==> src/sv/laq_sqrt_cell.sv <==
// One bit step of a restoring integer square root, registered.
// Cells chain to give floor root and remainder. Depends on nothing.
module laq_sqrt_cell #(
  parameter int RW = 31
) (
  input  logic            clk,
  input  logic            en,
  input  logic [2*RW-1:0] x_i,
  input  logic [RW+1:0]   r_i,
  input  logic [RW-1:0]   q_i,
  output logic [2*RW-1:0] x_o,
  output logic [RW+1:0]   r_o,
  output logic [RW-1:0]   q_o
);

  logic [RW+3:0]   rr, t;
  logic [2*RW-1:0] x_nxt, x_r;
  logic [RW+1:0]   r_nxt, r_r;
  logic [RW-1:0]   q_nxt, q_r;

  always_comb begin
    rr    = {r_i, x_i[2*RW-1 -: 2]};
    t     = {2'b00, q_i, 2'b01};
    x_nxt = {x_i[2*RW-3:0], 2'b00};
    if (rr >= t) begin
      r_nxt = (RW+2)'(rr - t);
      q_nxt = {q_i[RW-2:0], 1'b1};
    end else begin
      r_nxt = (RW+2)'(rr);
      q_nxt = {q_i[RW-2:0], 1'b0};
    end
  end

  always_ff @(posedge clk) begin
    if (en) begin
      x_r <= x_nxt;
      r_r <= r_nxt;
      q_r <= q_nxt;
    end
  end

  assign x_o = x_r;
  assign r_o = r_r;
  assign q_o = q_r;

endmodule

==> config.mk <==
export PLATFORM = sky130hd
export DESIGN_NAME = laq_sqrt_cell
export DESIGN_NICKNAME = d
export VERILOG_FILES = /design/src/sv/laq_sqrt_cell.sv
export SDC_FILE = /design/constraint.sdc
export NUM_CORES = 1
export LEC_CHECK = 0
export BUFFER_PORTS_ARGS = -buffer_cell sky130_fd_sc_hd__buf_4
export CELL_PAD_IN_SITES_DETAIL_PLACEMENT = 1
export CELL_PAD_IN_SITES_GLOBAL_PLACEMENT = 2
export CORE_ASPECT_RATIO = 0.75
export CORE_MARGIN = 2
export CORE_UTILIZATION = 33
export CTS_CLUSTER_DIAMETER = 150
export DETAILED_ROUTE_END_ITERATION = 7
export GPL_TIMING_DRIVEN = 0
export PLACE_DENSITY = 0.84
export SLEW_MARGIN = 20
export SYNTH_ARGS = -nofsm -noshare
export SYNTH_HDL_FRONTEND = slang
export SYNTH_SLANG_ARGS = --single-unit
==> constraint.sdc <==
create_clock -name clk -period 4.8 [get_ports clk]
set_input_delay 0.24 -clock clk [delete_from_list [all_inputs] [get_ports clk]]
set_output_delay 0.24 -clock clk [all_outputs]
set_load 0.05 [all_outputs]
==> flow_summary.ini <==
[logic_synthesis]
synth_edf_count = 124
seq_area_frac_synth = 0.574
synth.area.top_cells = edfxtp_1 57%, ha_1 6.4%, mux2_4 4.2%
netlist.area_leader.share = 0.574
ys_ff_latch = 124
synth.avg_cell_area_um2 = 12.7
ys.flop_type = edfxtp_1
synth.cell_area_um2 = 6490
ys_async_sr_fraction = 0
ys_warn_count = 0
yosysTopAreaCell = edfxtp_1
synth_cell_types = 60
syn_inst = 513

[finish]
nFillCells = 2051
final_common_cell = buf_4
drive_above_1_share = 0.376
insertedDiodeCount = 0
layout_common_cells = 252 x buf_4, 124 x edfxtp_1, 87 x dlygate4sd3_1
multiInputGateArea_um2 = 2440
nets = 1033
seq_area_um2 = 3720
area_delta_synth_final_pct = 56.9

[cts]
clock-sinks = 124
cts_inserted_buffers = 17
cts-root-buf = clkbuf_16
cts_tree = done
cts_resized = 0
cts_buffer_depth = 2
cts_hold_buffers = 87
htreeDepth = 4
post_cts_buffers = 0
path_clk_slew_ns = 0.06

[global_route]
grt_pass1_wl_mm = 34.4
antenna_found_initial = 1
overflow = 0
first_global_vias = 5835
grt_usage = 0.213
grt_max_degree = 84

[sta]
maxSlewHeadroom = 0.255
final-setup-viol-count = 0
setup_tns_ns = 0
fin_crit_ns = 3.65
worst_pin_slew_ns = 1.09
finalCritPeriodShare = 0.761
drv_slew = 0
hold_viol_final = 0
max_clock_freq_mhz = 274
hold_slack_ns = 0.0219
rsz0062_at_grt = no

[hold_path]
min_path_type = input port to register

[die]
die_h_um = 125
fp-row-count = 44
boundaryPins = 254
core_area_um2 = 19300
die_area_um2 = 20800
start_util = 0.336
dieWidth_um = 166

[drt]
final_antenna_net_count = 0
wl_mm = 21.7
drt_first_pass_iters = 4
via_count = 5484
vias_per_cell = 4.82
wl_per_cell_um = 19.1
drc = 0
drtIter0Drc = 300

[place]
dp_hpwl_mm = 15.9
gp_congestion = 0.877
portBuffers = 251

[setup_path]
cp_max_fo = 10
cp_data_arrival_time_ns = 3.87
cp.required_ns = 5.01
critical_path_class = input port to register
start_kind = input port
cp-end-kind = register

[pwr]
power_mw = 3.81
p_per_area_nw_per_um2 = 374
p_leak_nw = 4.39
peakVddDrop_v = 0.000204

[run]
drv_cap = 0

[run_status]
status = finished clean
cell usage after synthesis (3+ instances only):
cell       instances
edfxtp_1         124
inv_1             50
a21oi_1           37
ha_1              33
nand2_1           30
nor2_1            27
xnor2_1           22
o21ai_0           20
mux2_4            18
nand3_1           12
nor3_1            11
o211ai_1          10
o21a_1             7
mux2_2             6
nand2b_1           6
nand4_1            6
o31ai_1            6
buf_2              5
nor4_1             5
o21bai_1           5
a211oi_1           4
a21o_1             4
and3_1             4
mux2i_1            4
a2111oi_0          3
a211o_1            3
a21oi_2            3
a221oi_1           3
buf_12             3
state kept, by name (all words and copies together), names as in the netlist:
register / cells
r_o: 33
x_o: 60
q_o: 31
metal layers:
| layer | part of all wire | wire (um) | track usage |
|---|---|---|---|
| met5 | 0.00055 | 12 | 0 |
| met4 | 0.012 | 268 | 0.0517 |
| met3 | 0.066 | 1430 | 0.0630 |
| met2 | 0.46 | 9900 | 0.334 |
| met1 | 0.46 | 10100 | 0.290 |
layout make-up:
class,count,share of cell area
repair buffers,339,0.274
plain buffers,14,0.0128
clock inverters,14,0.0157
multi-input cells,325,0.239
flip-flops and latches,124,0.366
clock buffers,18,0.0421
well taps,253,0.0311
inverters,51,0.0200
critical path, cell delays in order:
cell	delay, ns
dlygate4sd3_1	0.54
buf_4	0.12
inv_1	0.04
ha_1	0.26
buf_2	0.22
nand4_1	0.21
a2111oi_0	0.96
nor3_1	0.23
o21bai_1	0.34
a221oi_1	0.22
mux2i_1	0.18
o31ai_1	0.31
through the flow:
stage,cell area (um2),utilization,setup WS [ns],instances
finish,10200,0.527,1.15,1138
global route,10200,0.527,0.999,1138
CTS,10200,0.527,1.31,1138
detailed placement,8730,0.452,1.54,1019
global placement,8700,0.450,1.62,1018
floorplan,6490,-,2.14,514
path summary, 6_finish.rpt:
check	from	end	slack [ns]	cells after the start
max	q_i[8]	r_o[26]	1.15	12
min	q_i[17]	q_o[18]	0.02	1
cell families (layout without fill, tap and decap cells):
kind of cell             Yosys count  in the layout  synth area share
other                              1              2          0.000578
multiplexers                      28             28            0.0582
adder cells (fa/ha/maj)           33             33            0.0636
AO/OA/AOI/OAI                    127            127             0.136
XOR/XNOR                          24             24            0.0324
AND/OR/NAND/NOR                  111            111            0.0837
flip-flops                       124            124             0.574
buffers and inverters             65            436            0.0515
report_power, final:
part / total [mW] / leakage [nW] / internal, mW / switching, mW
Sequential: 1.36 / 1.21 / 1.33 / 0.0342
Combinational: 1.15 / 2.89 / 0.434 / 0.718
Clock: 1.30 / 0.286 / 0.777 / 0.523
Total: 3.81 / 4.39 / 2.54 / 1.28
Note: power is estimated with default switching activity, not from simulation.
